<file path="config.mk">
export PLATFORM = sky130hd
export DESIGN_NAME = ucbs_front
export DESIGN_NICKNAME = d
export VERILOG_FILES = /design/src/rtl/core/ucbs_pkg.sv /design/src/rtl/core/ucbs_front.sv
export SDC_FILE = /design/constraint.sdc
export NUM_CORES = 1
export LEC_CHECK = 0
export BUFFER_PORTS_ARGS = -buffer_cell sky130_fd_sc_hd__buf_2
export CAP_MARGIN = 20
export CELL_PAD_IN_SITES_DETAIL_PLACEMENT = 0
export CELL_PAD_IN_SITES_GLOBAL_PLACEMENT = 1
export CORE_ASPECT_RATIO = 1.2
export CORE_MARGIN = 2
export CORE_UTILIZATION = 40
export DETAILED_ROUTE_END_ITERATION = 8
export GPL_TIMING_DRIVEN = 0
export PLACE_DENSITY = 0.79
export SETUP_SLACK_MARGIN = 0.2
export SYNTH_ARGS = -nofsm -noshare
export SYNTH_HDL_FRONTEND = slang
export SYNTH_SLANG_ARGS = --single-unit
export TNS_END_PERCENT = 20
</file>
<file path="constraint.sdc">
create_clock -name clk -period 6.95 [get_ports clk]
set_input_delay 1.0425 -clock clk [delete_from_list [all_inputs] [get_ports clk]]
set_output_delay 1.0425 -clock clk [all_outputs]
set_load 0.01 [all_outputs]
</file>
<file path="src/rtl/core/ucbs_pkg.sv">
package ucbs_pkg;

  localparam int MAX_SEG    = 32;
  localparam int COEFF_W    = 16;
  localparam int TBL_DEPTH  = MAX_SEG + 3;
  localparam int TBL_AW     = $clog2(TBL_DEPTH);
  localparam int NUM_BANKS  = 4;
  localparam int BSEL_W     = $clog2(NUM_BANKS);
  localparam int BANK_DEPTH = (TBL_DEPTH + NUM_BANKS - 1) / NUM_BANKS;
  localparam int BANK_AW    = $clog2(BANK_DEPTH);

  localparam int FRAC_W = 16;
  localparam int CNT_W  = 6;
  localparam int IDX_W  = 6;
  localparam int VAL_W  = 16;
  localparam int OUT_W  = 16;
  localparam int K_W    = $clog2(MAX_SEG + 1);
  localparam int S_W    = FRAC_W + K_W;

  localparam int QDEPTH = 2;
  localparam int QAW    = $clog2(QDEPTH);

  localparam logic [CNT_W-1:0] SEG_RESET = CNT_W'(20);

  localparam logic MODE_WRITE = 1'b0;
  localparam logic MODE_EVAL  = 1'b1;

  typedef enum logic [1:0] {
    OP_WRITE = 2'd0,
    OP_EVAL  = 2'd1,
    OP_ZERO  = 2'd2
  } op_t;

  typedef struct packed {
    op_t                       op;
    logic [TBL_AW-1:0]         idx;
    logic signed [COEFF_W-1:0] value;
    logic [FRAC_W-1:0]         frac;
  } q_item_t;

endpackage

</file>
<file path="src/rtl/core/ucbs_front.sv">
module ucbs_front import ucbs_pkg::*; (
  input  logic                    clk,
  input  logic                    rst_n,
  input  logic                    cfg_valid,
  output logic                    cfg_ready,
  input  logic [CNT_W-1:0]        cfg_segment_count,
  input  logic                    start,
  output logic                    busy,
  input  logic                    in_mode,
  input  logic [IDX_W-1:0]        in_coeff_index,
  input  logic signed [VAL_W-1:0] in_coeff_value,
  input  logic [FRAC_W-1:0]       in_position,
  input  logic                    q_full,
  output logic                    push,
  output q_item_t                 push_item
);

  logic [CNT_W-1:0] seg_cnt_r;
  logic [K_W-1:0]   k_eff;
  logic [S_W-1:0]   scaled;
  logic             accept;
  logic             idx_ok;

  assign cfg_ready = 1'b1;
  assign busy      = q_full;
  assign accept    = start && !q_full;

  always_ff @(posedge clk) begin
    if (!rst_n) begin
      seg_cnt_r <= SEG_RESET;
    end else if (cfg_valid && cfg_ready) begin
      seg_cnt_r <= cfg_segment_count;
    end
  end

  always_comb begin
    priority if (seg_cnt_r == '0) begin
      k_eff = K_W'(1);
    end else if (seg_cnt_r > CNT_W'(MAX_SEG)) begin
      k_eff = K_W'(MAX_SEG);
    end else begin
      k_eff = K_W'(seg_cnt_r);
    end
  end

  assign scaled = S_W'(in_position) * S_W'(k_eff);
  assign idx_ok = in_coeff_index < IDX_W'(TBL_DEPTH);

  always_comb begin
    push_item = '0;
    if (in_mode == MODE_WRITE) begin
      push_item.op    = OP_WRITE;
      push_item.idx   = TBL_AW'(in_coeff_index);
      push_item.value = COEFF_W'(in_coeff_value);
    end else begin
      push_item.op    = (in_position == '0) ? OP_ZERO : OP_EVAL;
      push_item.idx   = TBL_AW'(scaled >> FRAC_W);
      push_item.frac  = scaled[FRAC_W-1:0];
    end
  end

  // out-of-range writes are dropped here
  assign push = accept && ((in_mode == MODE_EVAL) || idx_ok);

endmodule

</file>
* After elaboration in Yosys (flattened, before gate mapping)
Index checks and enable logic that the tools add are counted.
Operators by class: multipliers 1, muxes and demuxes 6, $lt $le $gt $ge 2, reduce and logical (&&, ||, !) cells 6
Operators with widths (count):
- 16-bit two-way mux | 2
- 16-bit by 6-bit multiplier with 22-bit output | 1
- 16-bit zero test | 1
- 6-bit two-way mux | 2
- 8-bit two-way mux | 1
- 6-bit greater-than comparator, second input constant | 1
- 6-bit zero test | 1
- 6-bit < comparator, second input constant | 1
- 1-bit logical AND | 2
- 2-bit two-way mux | 1
- 1-bit zero test | 1
- 1-bit logical OR | 1
Storage, ports and cells: bits in registers 6, output and inout bits 43, input bits 50

* Logic depth before layout (Yosys ltp)
depth in word-level cells 5, depth in mapped cells 18, mapped depth without buffers 17

* Worst setup path before layout
No wires, ideal clock.
kind input-to-output, from input port in_position[3], to output port push_item[33] (netlist name), data required time 5907 ps, buffers on the path 0, data arrival time 4432 ps, slack 1476 ps, stages 13, cell sequence and2_1 > fa_1 > inv_1 > fa_1 > fa_1 > inv_1 > ha_1 > nor2b_4 > o31a_1 > o21a_1 > o211a_4 > o21a_1 > o31ai_1
RTL lines:
- start, declared | line ucbs_front.sv:12 | input logic [FRAC_W-1:0] in_position,
- end, declared | line ucbs_front.sv:15 | output q_item_t push_item

==> flow_summary.ini <==
[status]
status = finished clean

[clock_network]
ctsResizeCount = 0
post_cts_buffers = 0
clockBufferDepth = 2
cts_hold_buf = 0
htreeDepth = 1
cts_buffers = 3
clock_insertion_delay_worst_skew_ns = 0.22
cts_tree = done
path_clk_slew_ns = 0.04
clock_sinks = 6
clockRootBuffer = clkbuf_8

[worst_setup_path]
end_kind = output pin
crit_path_max_incr_delay_ns = 0.58
arrival_ns = 5.44
cp.required_ns = 5.91
start_kind = flop
path_buf_inv = 5
critPathMostFrequentCell = fa_1
crit_family = adder cells
cp_max_fo = 10
critPathKind = flop to output pin
path_cells = clkbuf_1 -> nor2b_1 -> clkbuf_1 -> and2_1 -> fa_1 -> fa_1 -> inv_1 -> fa_1 -> inv_1 -> ha_1 -> o21a_1 -> o31a_1 -> o21a_1 -> o211a_4 -> or3_1 -> o311ai_1 -> buf_2
critPathSlowestCell = fa_1

[timing]
setup_ws_ns = 0.471
slew_violations = 0
grt_setup_unrepaired = false
finClkSkew_ns = 0
fin_crit_ns = 6.48
fin_crit_sh_pct = 93.2
timing.final.hold_violations = 0
slew-limit-headroom_pct = 65.4
finalSetupViolCount = 0
fmax_ghz = 0.154
tns_ns = 0
worstMarginPinSlew_ns = 0.518

[worst_hold_path]
hold_path.class = flop to flop

[routing]
routedWlPerCell_um = 14.1
drtIter0Drc = 112
ant_nets = 0
vias_per_cell = 5.07
vias = 3421
drc = 0
wl_um = 9510
firstDrtPassIters = 4

[synth]
synthCells = 462
synth_ff_type = dfxtp_1
ys_async_sr_fraction_pct = 0
syn_area_per_cell_um2 = 7.96
yosysWarnings = 0
synth_nets = 599
synth_edf_count = 0
synth-seq-area-share_pct = 3.27
ys_types = 48
synth_area_um2 = 3680
ys_seq_elements = 6

[floorplan]
io_pins = 93
die_y_um = 109
start_util_pct = 40.9
die_width_um = 91.5
fp-row-count = 38
die_area_um2 = 9980
coreArea_um2 = 8990

[final_layout]
drive_gt1_share_pct = 18.9
largest_reg_flops = 6
nets = 694
antenna-diode-count = 0
fillers = 970
area_delta_synth_final_pct = 17.6
largestRegisters = seg_cnt_r: 6 flops
largest-register = seg_cnt_r

[global_route]
grt_usage_pct = 19.4
grt_max_degree = 11
antenna_found_initial = 0
grt_pass1_wl_um = 15700
grt_pass1_vias = 3457
grt_overflow = 0

[power_and_ir_drop]
ir_drop_mv = 0.116
leakage_nw = 2.23
power_density_nw_per_um2 = 171

[placed_design]
dp_slack_ns = 0.697
hpwl_um = 8100
portBuffers = 90
place_congestion = 0.832

[job]
drv_cap = 0
[area by class of cell]
type                    instances  area (µm²)  area share [%]
plain buffers                  15        63.8            1.48
clock buffers                   3        41.3           0.955
inverters                      83         312            7.21
multi-input cells             358        3190            73.7
flip-flops and latches          6         120            2.78
well taps                     120         150            3.47
repair buffers                 90         450            10.4
[layer usage]
metal	wire (µm)	GRT usage [%]	vias up
li1	-	-	1645
met3	327	1.31	14
met1	3830	22.9	1695
met2	5100	37.8	67
met5	0	0	-
met4	250	5.09	0
[stage by stage]
stage	util [%]	power (W)	cell area (µm²)	std cells	hold WS (ns)
final	48.1	0.000741	4320	675	0.494
after global routing	48.1	0.000838	4320	675	0.509
after CTS	48.1	0.000752	4320	675	0.495
after detailed placement	47.6	0.000696	4280	672	0.484
after global placement	47.6	0.000685	4280	672	0.486
after floorplan	-	0.000509	3680	462	0.456
[cells in the mapped netlist (3+ instances only)]
master / instances / area [µm²]
o211ai_1: 5 / 37.5
a21oi_1: 14 / 70.1
fa_1: 56 / 1120
xnor2_1: 6 / 52.6
mux2i_1: 6 / 60.1
o21ai_0: 12 / 60.1
ha_1: 31 / 388
nand3_1: 8 / 40.0
nor2_1: 19 / 71.3
inv_1: 83 / 312
nor3_1: 10 / 50.1
nand2_1: 26 / 97.6
o21a_1: 6 / 45.0
nand4_1: 4 / 25.0
clkbuf_1: 11 / 41.3
dfxtp_1: 6 / 120
nor3b_1: 3 / 22.5
nor2b_1: 26 / 163
and2_1: 89 / 557
nor4_1: 5 / 31.3
o21bai_1: 4 / 30.0
[placed cells by master, fill, tap and decap left out, types with 2 or more instances in the layout]
master     n
ha_1      31
dfxtp_1    6
buf_4      2
or3_1      2
nor2_1    18
nor3_1    10
nand4_1    4
buf_1      2
clkbuf_8   3
nor2b_1   25
clkbuf_1  11
nor3b_1    3
a21o_1     2
o21a_1     6
buf_2     90
nand3_1    8
o211ai_1   5
o21ai_0   12
o21bai_1   4
nor4_1     5
xnor2_1    6
nand2_1   26
a21oi_1   14
and2_1    89
xor2_1     2
fa_1      56
mux2i_1    6
inv_1     83
[logic make-up (layout without fill, tap and decap cells)]
logic type / count (synthesis) / after routing / share of synthesized area, %
xor gates and xnor gates: 8 / 8 / 1.91
muxes: 8 / 8 / 2.35
and+or+nand+nor: 197 / 197 / 30.4
DFF: 6 / 6 / 3.27
other: 1 / 1 / 0.102
buffers and inverters: 98 / 191 / 10.2
adders and majority gates: 87 / 87 / 41.0
AOI/OAI and AO/OA: 57 / 57 / 10.8
[worst paths after layout]
path | startpoint | end | slack [ns] | cells after the start
max | seg_cnt_r[5] | push_item[35] | 0.47 | 17
min | seg_cnt_r[2] | seg_cnt_r[2] | 0.49 | 2
max reg2reg | seg_cnt_r[5] | seg_cnt_r[5] | 5.86 | 3
min reg2reg | seg_cnt_r[2] | seg_cnt_r[2] | 0.49 | 2
[worst reg2reg max path, stage by stage, from the launching register on]
cell and delay (ns):
dfxtp_1 0.37, clkbuf_1 0.40, mux2i_1 0.13, nor2b_1 0.12
[power breakdown]
| group | total [W] | internal (W) | switching, W |
|---|---|---|---|
| sequential | 0.0000382 | 0.0000368 | 0.00000146 |
| combinational | 0.000651 | 0.000275 | 0.000376 |
| clock | 0.0000516 | 0.0000371 | 0.0000145 |
| total | 0.000741 | 0.000349 | 0.000392 |
(Power assumes the default switching activity.)
