==> config.mk <==
export PLATFORM = sky130hd
export DESIGN_NAME = ucbs_queue
export DESIGN_NICKNAME = d
export VERILOG_FILES = /design/src/rtl/core/ucbs_pkg.sv /design/src/rtl/core/ucbs_queue.sv
export SDC_FILE = /design/constraint.sdc
export NUM_CORES = 1
export LEC_CHECK = 0
export ABC_CLOCK_PERIOD_IN_PS = 3010
export BUFFER_PORTS_ARGS = -buffer_cell sky130_fd_sc_hd__buf_4
export CAP_MARGIN = 20
export CORE_MARGIN = 8
export CORE_UTILIZATION = 51
export DETAILED_ROUTE_END_ITERATION = 8
export PLACE_DENSITY = 0.8
export SLEW_MARGIN = 20
export SYNTH_ARGS = -nofsm -noshare
export SYNTH_HDL_FRONTEND = slang
export SYNTH_SLANG_ARGS = --single-unit
export TNS_END_PERCENT = 5
==> constraint.sdc <==
create_clock -name clk -period 3.01 [get_ports clk]
set_input_delay 0.1505 -clock clk [delete_from_list [all_inputs] [get_ports clk]]
set_output_delay 0.1505 -clock clk [all_outputs]
set_load 0.05 [all_outputs]
==> src/rtl/core/ucbs_pkg.sv <==
package ucbs_pkg;

  localparam int MAX_SEG    = 32;
  localparam int COEFF_W    = 16;
  localparam int TBL_DEPTH  = MAX_SEG + 3;
  localparam int TBL_AW     = $clog2(TBL_DEPTH);
  localparam int NUM_BANKS  = 4;
  localparam int BSEL_W     = $clog2(NUM_BANKS);
  localparam int BANK_DEPTH = (TBL_DEPTH + NUM_BANKS - 1) / NUM_BANKS;
  localparam int BANK_AW    = $clog2(BANK_DEPTH);

  localparam int FRAC_W = 16;
  localparam int CNT_W  = 6;
  localparam int IDX_W  = 6;
  localparam int VAL_W  = 16;
  localparam int OUT_W  = 16;
  localparam int K_W    = $clog2(MAX_SEG + 1);
  localparam int S_W    = FRAC_W + K_W;

  localparam int QDEPTH = 2;
  localparam int QAW    = $clog2(QDEPTH);

  localparam logic [CNT_W-1:0] SEG_RESET = CNT_W'(20);

  localparam logic MODE_WRITE = 1'b0;
  localparam logic MODE_EVAL  = 1'b1;

  typedef enum logic [1:0] {
    OP_WRITE = 2'd0,
    OP_EVAL  = 2'd1,
    OP_ZERO  = 2'd2
  } op_t;

  typedef struct packed {
    op_t                       op;
    logic [TBL_AW-1:0]         idx;
    logic signed [COEFF_W-1:0] value;
    logic [FRAC_W-1:0]         frac;
  } q_item_t;

endpackage

==> src/rtl/core/ucbs_queue.sv <==
module ucbs_queue import ucbs_pkg::*; (
  input  logic    clk,
  input  logic    rst_n,
  input  logic    push,
  input  q_item_t push_item,
  output logic    full,
  input  logic    pop,
  output logic    head_valid,
  output q_item_t head_item
);

  q_item_t        slot_r [QDEPTH];
  logic [QAW-1:0] wr_ptr_r, wr_ptr_nxt;
  logic [QAW-1:0] rd_ptr_r, rd_ptr_nxt;
  logic [QAW:0]   cnt_r, cnt_nxt;
  logic           do_push, do_pop;

  assign full       = cnt_r == (QAW+1)'(QDEPTH);
  assign head_valid = cnt_r != '0;
  assign head_item  = slot_r[rd_ptr_r];
  assign do_push    = push && !full;
  assign do_pop     = pop && head_valid;

  always_comb begin
    wr_ptr_nxt = do_push ? QAW'(wr_ptr_r + 1'b1) : wr_ptr_r;
    rd_ptr_nxt = do_pop ? QAW'(rd_ptr_r + 1'b1) : rd_ptr_r;
    cnt_nxt    = cnt_r;
    if (do_push && !do_pop) begin
      cnt_nxt = cnt_r + 1'b1;
    end else if (do_pop && !do_push) begin
      cnt_nxt = cnt_r - 1'b1;
    end
  end

  always_ff @(posedge clk) begin
    if (!rst_n) begin
      wr_ptr_r <= '0;
      rd_ptr_r <= '0;
      cnt_r    <= '0;
    end else begin
      wr_ptr_r <= wr_ptr_nxt;
      rd_ptr_r <= rd_ptr_nxt;
      cnt_r    <= cnt_nxt;
    end
  end

  always_ff @(posedge clk) begin
    if (do_push) begin
      slot_r[wr_ptr_r] <= push_item;
    end
  end

endmodule

# ---- After elaboration in Yosys (flattened, before gate mapping)
# Memories as Yosys holds them, arrays and structs flattened. A register that Yosys moved wholly into a read port is not among the register bits.
# Cells that the tools add are included.
dict set report totals {
  regBits 4
  mem_bits_rw 80
  output_inout_bits 42
  elab_cells 24
  mem_count 1
}
# memory words word_bits read_ports rd_clocked_by_memory_dff wr line_no
set mem_list {}
lappend mem_list {slot_r 2 40 1 1 1 ucbs_queue.sv:12} ;# q_item_t slot_r [QDEPTH];
dict set report classes {
  add_sub_neg 4
  eq_ne 1
  mux 6
  n_reduce_logical 9
}
# op n
set op_table {}
lappend op_table {{$logic_and A1 B1 Y1} 4}
lappend op_table {{$mux W1} 4}
lappend op_table {{$mux W2} 2}
lappend op_table {{$reduce_bool A2 Y1} 2}
lappend op_table {{$logic_not A1 Y1} 3}
lappend op_table {{$add A1 B1 Y1 const B} 2}
lappend op_table {{$add A2 B1 Y2 const B} 1}
lappend op_table {{$eq A2 B2 Y1 const B} 1}
lappend op_table {{$sub A2 B1 Y2 const B} 1}

# ---- Depth between registers and ports, before layout
# Gate-level depths: netlist of run 1.
dict set report logic_depth {
  ltp_word 7
  depth_mapped 7
  ltp_nobuf 7
}

# ---- Worst setup path before layout of run 1
# OpenSTA, ideal clock, no wires.
dict set report synth_path {
  path_type {reg2reg}
  from {register cnt_r[0]}
  to {memory slot_r[0][0] in the netlist's numbering, enable pin}
  arrival_time_ps 2290
  t_required_ps 2578
  setup_slack_ps 288
  stages_incl_launch_ff 4
  path_buffers 0
  path_cell_list {dfxtp_1 nand2b_1 inv_2 nor3_2}
}
dict set report synth_between {
  elab_chain_len 5
}
# element line_no
set synth_rtl {}
lappend synth_rtl {{start: declaration} ucbs_queue.sv:15} ;# logic [QAW:0] cnt_r, cnt_nxt;
lappend synth_rtl {{start signal: assignment} ucbs_queue.sv:43} ;# cnt_r <= cnt_nxt;
lappend synth_rtl {{$eq A2 B2 Y1} ucbs_queue.sv:18} ;# assign full = cnt_r == (QAW+1)'(QDEPTH);
lappend synth_rtl {{net full} ucbs_queue.sv:6} ;# output logic full,
lappend synth_rtl {{$logic_not A1 Y1} ucbs_queue.sv:21} ;# assign do_push = push && !full;
lappend synth_rtl {{$logic_and A1 B1 Y1} ucbs_queue.sv:21}
lappend synth_rtl {{$mux W1} ucbs_queue.sv:48} ;# if (do_push) begin
lappend synth_rtl {{$mux W1 (not written as such)} ucbs_queue.sv:49} ;# slot_r[wr_ptr_r] <= push_item;
lappend synth_rtl {{end: declaration} ucbs_queue.sv:12}
# The timed path passes the listed nets, and every way through them passes these cells.

==> metrics.md, run 1 <==
| Metric | Value |
|---|---|
| Arrival time worst endpoint | 1.92 ns |
| Placed Area | 3840 µm² |
| Highest Clock Rate | 484 MHz |
| Die height | 94.1 µm |
| I/O Buffers | 85 |
| Gr ovfl total | 0 |
| Status | complete, no violations |
| H-tree depth | 3 |
| Sequential area share after synthesis | 80.5% |
| Global Route met1 Usage | 16.1% |
| Slew at the pin with the worst max-slew slack | 0.929 ns |
| Fin crit period | 2.07 ns |
| Fraction of layout cells with a size suffix above 1 | 49.8% |
| DR iter-0 viols | 53 |
| Pwr per Cell Area | 903 nW/µm² |
| Post-Syn Area | 3110 µm² |
| Clock-pin slew of the registers on the worst-case setup and hold paths | 0.07 ns |
| M3 GR Usage | 4.32% |
| Total iterations of the first detailed-routing run | 3 |
| Via Count | 1768 |
| Vias per inst | 4.88 |
| Core area | 5920 µm² |
| Max IR drop VDD | 0.000711 V |
| Maximum clock insertion buffer count | 2 |
| Slowest cell on crit path | dfxtp_2 |
| RSZ-0062 raised after global routing | false |
| Worst Hold Slack | 0.0635 ns |
| Final setup vio count | 0 |
| Antenna diodes | 0 |
| Final nets | 327 |
| Initial antenna violation count | 0 |
| Max Transition Viols Final | 0 |
| Met2 Use GR | 26.6% |
| Num CTS Buffers | 9 |
| Setup Buffers After CTS | 0 |
| Worst path cell trace | mux2_2 > buf_4 |
| Pin count of the biggest net entering global routing | 41 |
| Final Instance Area | 4470 µm² |
| WL/cell | 17.9 µm |
| Die Area | 8850 µm² |
| Clock Skew | 0.00733 ns |
| Routability cong. | 0.676 |
| Core Rows | 28 |
| IO Pins | 86 |
| Max Cap Violations | 0 |
| Avg Cell Area, Syn | 20.9 µm² |
| CP Launch Type | flip-flop |
| Synth Register Bits | 85 |
| Hold WC Path Type | in -> reg |
| Post-DRT Antenna Nets | 0 |
| Mapped Cells | 149 |
| Chip Width | 94.1 µm |
| Setup CP Type | reg -> out |
| Syn_nets | 194 |
| Setup TNS | 0 ns |
| Slew headroom | 38.0% |
| Setup crit end kind | output port |
| Skew-Pair Late Insertion Delay | 0.33 ns |
| Syn. warnings | 0 |
| Crit Path Max Fanout | 40 |
| Leakage power | 1.69 nW |
| Synth cell types | 21 |
| Area Growth Syn to Fin | 43.7% |
| Final Hold Fails | 0 |
| Sinks on Clock Net | 85 |
| CTS tree | yes |
| CP required | 2.86 ns |
| GR Util All Layers | 15.1% |
| Post-CTS sizing | 0 |
| Starting density of the core | 52.5% |
| Global route hottest layer | met2 |
| Crit-path max cell delay | 0.95 ns |
| First-pass GRT wire length | 10.0 mm |
| Final wirelength | 6.50 mm |
| Total Power | 0.00403 W |
| Final Core Density | 75.4% |
| Clock root cell | clkbuf_8 |
| DRC | 0 |
| Period utilization | 68.6% |
| Vias in the first global route | 1925 |
| FILL cells | 351 |
per-layer routing:
layer  part of all wire [%]  routed length, µm
met1                     38               2490
met2                     56               3610
met3                    4.8                311
met4                    1.3                 82
met5                      0                  0
power breakdown:
| group | switching (W) | total (W) | internal (W) |
|---|---|---|---|
| Sequential | 0.000119 | 0.00161 | 0.00149 |
| Combinational | 0.000975 | 0.00152 | 0.000548 |
| Clock | 0.000358 | 0.000902 | 0.000544 |
| Total | 0.00145 | 0.00403 | 0.00258 |
cells in the final DEF, fill, tap and decap left out, drive strengths merged, types with 2 or more instances in the layout:
cell | synthesis | final
inv | 2 | 2
dfxtp | 5 | 5
edfxtp | 80 | 80
a21boi | 2 | 2
o21ai | 2 | 2
buf | 4 | 86
xnor2 | 2 | 2
and2 | 3 | 3
bufinv | 0 | 3
clkbuf | 0 | 10
mux2 | 40 | 40
clkinv | 0 | 3
dlygate4sd3 | 0 | 40
layout make-up:
type / instances / area [µm²] / share of cell area (%)
well taps: 75 / 93.8 / 2.10
clock inverters: 6 / 101 / 2.27
multi-input cells: 58 / 587 / 13.1
repair buffers: 126 / 1050 / 23.4
flip-flops and latches: 85 / 2500 / 56.1
clock buffers: 10 / 128 / 2.86
inverters: 2 / 7.51 / 0.168
cells in the mapped netlist:
cell type | number | share of area [%]
a21boi_0 | 1 | 0.24
a21boi_1 | 1 | 0.24
and2_1 | 3 | 0.60
and3_1 | 1 | 0.20
buf_2 | 4 | 0.64
dfxtp_1 | 5 | 3.2
edfxtp_1 | 80 | 77
ha_1 | 1 | 0.40
inv_1 | 1 | 0.12
inv_2 | 1 | 0.12
mux2_2 | 40 | 14
nand2b_1 | 1 | 0.20
nor2_1 | 1 | 0.12
nor3_2 | 1 | 0.32
o21a_1 | 1 | 0.24
o21ai_0 | 1 | 0.16
o21ai_1 | 1 | 0.16
or2_2 | 1 | 0.20
or3_1 | 1 | 0.20
xnor2_1 | 2 | 0.56
xor2_1 | 1 | 0.28
per-stage QoR:
step | cells | setup slack, ns
after detailed placement | 306 | 1.19
after global routing | 362 | 0.833
after global placement | 306 | 1.21
after floorplan | 149 | 0.288
after CTS | 361 | 0.890
final | 362 | 0.944
sequential cells by signal, indices dropped and copies added, names as in the netlist, named ones only:
signal,count
slot_r,80
wr_ptr_r,1
rd_ptr_r,1
cnt_r,2
timing repair:
| item | 4_1_cts | 5_1_grt |
|---|---|---|
| setup endpoints to repair | 0 | 0 |
| hold buffers | 39 | 1 |
| endpoints found under the hold margin | 78 | 2 |
worst max-delay path: cells and delay by family (launching register included):
| kind | cells | cell delay, ns |
|---|---|---|
| DFF | 1 | 0.95 |
| buffers and inverters | 1 | 0.20 |
| muxes | 1 | 0.44 |
final timing paths:
path | startpoint | endpoint | slack (ns) | depth (start not counted)
min reg2reg | cnt_r[1] | cnt_r[1] | 0.53 | 2
min | rst_n | wr_ptr_r | 0.06 | 2
max reg2reg | cnt_r[0] | slot_r[1][29] | 1.20 | 2
max | flip-flop | head_item[7] | 0.94 | 2
cells by family after synthesis:
family                   share of synthesized area (%)
AO/OA/AOI/OAI                                     1.05
multiplexers                                      14.5
adder cells (fa/ha/maj)                          0.402
buffers and inverters                            0.885
flip-flops                                        80.5
AND/OR/NAND/NOR                                   1.85
XOR/XNOR                                         0.845
Note: power is estimated with default switching activity, not from simulation.
==> inputs of run 2 (changes only) <==
--- a/config.mk
+++ b/config.mk
@@ -5,13 +5,13 @@
 export SDC_FILE = /design/constraint.sdc
 export NUM_CORES = 1
 export LEC_CHECK = 0
-export ABC_CLOCK_PERIOD_IN_PS = 3010
+export ABC_CLOCK_PERIOD_IN_PS = 1800
 export BUFFER_PORTS_ARGS = -buffer_cell sky130_fd_sc_hd__buf_4
 export CAP_MARGIN = 20
 export CORE_MARGIN = 8
-export CORE_UTILIZATION = 51
+export CORE_UTILIZATION = 46
 export DETAILED_ROUTE_END_ITERATION = 8
-export PLACE_DENSITY = 0.8
+export PLACE_DENSITY = 0.76
 export SLEW_MARGIN = 20
 export SYNTH_ARGS = -nofsm -noshare
 export SYNTH_HDL_FRONTEND = slang
==> constraint.sdc (replaced) <==
create_clock -name clk -period 1.8 [get_ports clk]
set_input_delay 0.09 -clock clk [delete_from_list [all_inputs] [get_ports clk]]
set_output_delay 0.09 -clock clk [all_outputs]
set_load 0.05 [all_outputs]
==> metrics.md, run 2 (synthesis results as in run 1) <==
| Metric | Value |
|---|---|
| Status | complete, no violations |
| Arrival time worst endpoint | 1.56 ns |
| Area of the multi-input gates | 594 µm² |
| First-pass GRT wire length | 10.6 mm |
| Final wirelength | 6.49 mm |
| Chip Width | 98.2 µm |
| Hold WC Path Type | in -> reg |
| Num CTS Buffers | 9 |
| Most frequent cells in the layout | 91 x buf_4, 80 x edfxtp_1, 41 x dlygate4sd3_1 |
| Worst path cell trace | buf_4 > mux2_2 > buf_4 |
| CTS tree | yes |
| Critical path buffer and inverter count | 2 |
| Max IR drop VDD | 0.000872 V |
| Vias in the first global route | 2043 |
| Register Area | 2500 µm² |
| Most common cell after layout, fill and taps aside | buf_4 |
| GR Util All Layers | 14.4% |
| Slew at the pin with the worst max-slew slack | 0.285 ns |
| WL/cell | 17.3 µm |
| Reg with most FFs | slot_r |
| Starting density of the core | 46.5% |
| Clock root cell | clkbuf_8 |
| H-tree depth | 3 |
| Skew-Pair Late Insertion Delay | 0.36 ns |
| Max Cap Violations | 0 |
| Clock Skew | 0.0100 ns |
| I/O Buffers | 85 |
| Fraction of layout cells with a size suffix above 1 | 52.7% |
| CP delay by family, top | buffers and inverters |
| Via Count | 1802 |
| Clock-pin slew of the registers on the worst-case setup and hold paths | 0.08 ns |
| Die Area | 9650 µm² |
| FILL cells | 461 |
| Final setup vio count | 0 |
| Fin crit period | 1.65 ns |
| Final nets | 334 |
| Maximum clock insertion buffer count | 2 |
| Gr ovfl total | 0 |
| Setup crit end kind | output port |
| Highest Clock Rate | 608 MHz |
| Sinks on Clock Net | 85 |
| Final Hold Fails | 0 |
| Crit Path Max Fanout | 20 |
| Slowest cell on crit path | mux2_2 |
| Crit-path max cell delay | 0.40 ns |
| Pwr per Cell Area | 1470 nW/µm² |
| Leakage power | 1.71 nW |
| Number of flip-flops under the largest register name | 80 |
| Setup CP Type | reg -> out |
| Post-DRT Antenna Nets | 0 |
| Total iterations of the first detailed-routing run | 4 |
| Pin count of the biggest net entering global routing | 31 |
| Routability cong. | 0.685 |
| Max Transition Viols Final | 0 |
| DRC | 0 |
| Period utilization | 91.4% |
| Dpl hpwl | 4.07 mm |
| CP Launch Type | flip-flop |
| RSZ-0062 raised after global routing | false |
| R2R setup slack | 0.24 ns |
| CP required | 1.71 ns |
| Setup Buffers After CTS | 0 |
| Initial antenna violation count | 0 |
| Largest registers | slot_r: 80 flops, cnt_r: 2 flops |
| Area Growth Syn to Fin | 45.6% |
| Worst Hold Slack | 0.0918 ns |
| Total Power | 0.00665 W |
| Antenna diodes | 0 |
| Core area | 6680 µm² |
| Core Rows | 30 |
| Die height | 98.2 µm |
| IO Pins | 86 |
| Vias per inst | 4.82 |
| Slew headroom | 81.0% |
| CP dominant cell by count | buf_4 |
| DR iter-0 viols | 99 |
==> run 2: stage by stage <==
step / TNS (ns) / std cells / utilization [%] / cell area, µm² / setup slack [ns]
2_1_floorplan: -14.15 / 149 / - / 3130 / -0.218
3_3_place_gp: 0 / 317 / 58.6 / 3920 / 0.354
3_5_place_dp: 0 / 317 / 58.6 / 3920 / 0.269
4_1_cts: 0 / 374 / 67.7 / 4530 / 0.130
5_1_grt: 0 / 374 / 67.7 / 4530 / 0.0717
6_report: 0 / 374 / 67.7 / 4530 / 0.155
==> run 2: repair_timing <==
action	in CTS	in global routing
gates resized for setup	0	0
hold buffers	41	0
hold endpoints to repair	84	0
==> run 2: report_power, final <==
part,internal [W],total (W),switching (W)
combinational,0.000983,0.00275,0.00177
sequential,0.00249,0.00257,0.0000877
clock,0.000642,0.00133,0.000688
total,0.00411,0.00665,0.00254
==> run 2: cell type report <==
class | count | share of cell area (%)
sequential | 85 | 55.3
timing repair buffer | 133 | 24.6
multi-input combinational | 58 | 13.1
clock buffer | 9 | 2.74
tap | 80 | 2.21
clock inverter | 7 | 1.69
inverter | 2 | 0.276
==> run 2: worst paths after layout <==
check / startpoint / end / depth (start not counted)
max: flip-flop / head_item[1] / 3
min: push / wr_ptr_r / 3
max reg2reg: cnt_r[1] / cnt_r[1] / 6
min reg2reg: cnt_r[1] / cnt_r[1] / 2
==> run 2: tightest hold or removal path: cells and delay by family <==
| family | cells | cell delay, ns |
|---|---|---|
| AOI/OAI and AO/OA | 2 | 0.23 |
| buffers and inverters | 1 | 0.09 |
==> run 2: per-layer routing <==
layer | global-route usage [%] | wire [µm] | up-vias
met5 | 0 | 0 | -
met4 | 7.79 | 110 | 0
met3 | 5.19 | 372 | 9
met2 | 26.1 | 3630 | 47
met1 | 13.9 | 2380 | 885
li1 | - | - | 861
==> inputs of run 3 (changes only) <==
--- a/config.mk
+++ b/config.mk
@@ -11,6 +11,7 @@
 export CORE_MARGIN = 8
 export CORE_UTILIZATION = 46
 export DETAILED_ROUTE_END_ITERATION = 8
+export GPL_TIMING_DRIVEN = 0
 export PLACE_DENSITY = 0.76
 export SLEW_MARGIN = 20
 export SYNTH_ARGS = -nofsm -noshare
==> metrics.md, run 3 (synthesis results as in run 1) <==
| Metric | Value |
|---|---|
| Status | complete, no violations |
| Slew at the pin with the worst max-slew slack | 0.547 ns |
| Post-DRT Antenna Nets | 0 |
| Total Power | 0.00680 W |
| Starting density of the core | 46.5% |
| Final wirelength | 6.32 mm |
| Period utilization | 94.2% |
| Fin crit period | 1.69 ns |
| Initial antenna violation count | 0 |
| Largest registers | slot_r: 80 flops, cnt_r: 2 flops |
| Vias per inst | 4.79 |
| Max Transition Viols Final | 0 |
| Arrival time worst endpoint | 1.74 ns |
| Cell depth of the worst setup path | 5 |
| Vias in the first global route | 2016 |
| Pin count of the biggest net entering global routing | 22 |
| Core area | 6680 µm² |
| H-tree depth | 3 |
| CP Launch Type | flip-flop |
| Register-to-Register Path Depth | 5 |
| GR Util All Layers | 13.6% |
| Global Route met1 Usage | 13.7% |
| Most frequent cells in the layout | 85 x buf_4, 80 x edfxtp_1, 41 x dlygate4sd3_1 |
| Routability cong. | 0.717 |
| Number of flip-flops under the largest register name | 80 |
| Setup Buffers After CTS | 0 |
| Max Cap Violations | 0 |
| R2R setup slack | 0.11 ns |
| Setup crit end kind | flip-flop |
| I/O Buffers | 85 |
| Total iterations of the first detailed-routing run | 4 |
| Sinks on Clock Net | 85 |
| Crit-path max cell delay | 0.40 ns |
| Final Worst Setup Slack | 0.105 ns |
| Leakage power | 1.74 nW |
| Setup CP Type | reg -> reg |
| M3 GR Usage | 4.41% |
| Highest Clock Rate | 590 MHz |
| Final Hold Fails | 0 |
| Crit path to | slot_r[0][37] |
| Hold WC Path Type | in -> reg |
| CP required | 1.85 ns |
| Slew headroom | 63.6% |
| Clock root cell | clkbuf_8 |
| Die Area | 9650 µm² |
| Final Core Density | 68.4% |
| IO Pins | 86 |
| Worst path cell trace | nand2b_4 > inv_6 > nor3_4 > buf_6 > buf_8 |
| FILL cells | 442 |
| DRC | 0 |
| Pre-CTS setup slack | 0.108 ns |
| Antenna diodes | 0 |
| Clock-pin slew of the registers on the worst-case setup and hold paths | 0.08 ns |
| Most common cell after layout, fill and taps aside | buf_4 |
| DR iter-0 viols | 79 |
| Chip Width | 98.2 µm |
| WL/cell | 16.9 µm |
| Maximum clock insertion buffer count | 2 |
| Slowest cell on crit path | nor3_4 |
| Final setup vio count | 0 |
| Via Count | 1795 |
| Setup TNS | 0 ns |
| Max IR drop VDD | 0.000883 V |
| Die height | 98.2 µm |
| R2R Path End | slot_r[0][37] |
| Num CTS Buffers | 9 |
| CTS tree | yes |
| RSZ-0062 raised after global routing | false |
| Fraction of layout cells with a size suffix above 1 | 52.2% |
| Worst r2r src | cnt_r[0] |
| Worst Setup SP | cnt_r[0] |
| Area Growth Syn to Fin | 47.0% |
| CP delay by family, top | simple AND/OR/NAND/NOR gates |
| Pwr per Cell Area | 1490 nW/µm² |
| Global route hottest layer | met2 |
| Crit Path Max Fanout | 14 |
| Met2 Use GR | 25.1% |
| Dpl hpwl | 4.18 mm |
| Skew-Pair Late Insertion Delay | 0.34 ns |
| Core Rows | 30 |
| Worst Hold Slack | 0.137 ns |
| Clock Skew | 0.00418 ns |
| First-pass GRT wire length | 10.1 mm |
| Gr ovfl total | 0 |
| Critical path buffer and inverter count | 3 |
| Reg with most FFs | slot_r |
| Final nets | 335 |
[run 3: metal layers]
metal  wire length (µm)  vias to the layer above  part of all wire [%]
met2               3520                       41                    56
met3                345                        6                   5.5
met1               2390                      884                    38
li1                   -                      864                     -
met4                 57                        0                  0.90
met5                  0                        -                     0
[run 3: worst min-delay path: cells and delay by family]
kind	cells	cell delay, ns
compound gates	2	0.25
buf+inv	1	0.09
[run 3: how the worst min path moves through the flow]
stage / start / slack, ns / cells after the start / end
after floorplan: push_item[0] / 0.19 / 0 / slot_r[0][0]
after global placement: push_item[26] / 0.27 / 1 / slot_r[0][26]
after detailed placement: push_item[6] / 0.28 / 1 / slot_r[0][6]
after CTS: push / 0.13 / 3 / wr_ptr_r
after global routing: push / 0.13 / 3 / wr_ptr_r
final: push / 0.14 / 3 / wr_ptr_r
[run 3: where the power goes]
group | internal, W | switching (W) | leakage, nW | total [W]
Combinational | 0.00100 | 0.00177 | 0.846 | 0.00277
Clock | 0.000786 | 0.000667 | 0.107 | 0.00145
Sequential | 0.00248 | 0.0000932 | 0.789 | 0.00258
[run 3: area by class of cell]
class	instances	area (µm²)	area share (%)
Buffer	4	20.0	0.438
Clock buffer	9	124	2.71
Clock inverter	7	97.6	2.14
Inverter	2	12.5	0.274
Multi-Input combinational cell	58	594	13.0
Sequential cell	85	2500	54.8
Tap cell	80	100	2.19
Timing Repair Buffer	130	1120	24.5
[run 3: through the flow]
step | area [µm²] | cells
after detailed placement | 3940 | 318
after floorplan | 3130 | 149
after global placement | 3870 | 314
final | 4570 | 375
after global routing | 4570 | 375
after CTS | 4570 | 375
[run 3: what timing repair did]
item	in CTS	in global routing
hold buffers	41	0
gates resized for setup	0	0
endpoints found under the hold margin	84	0
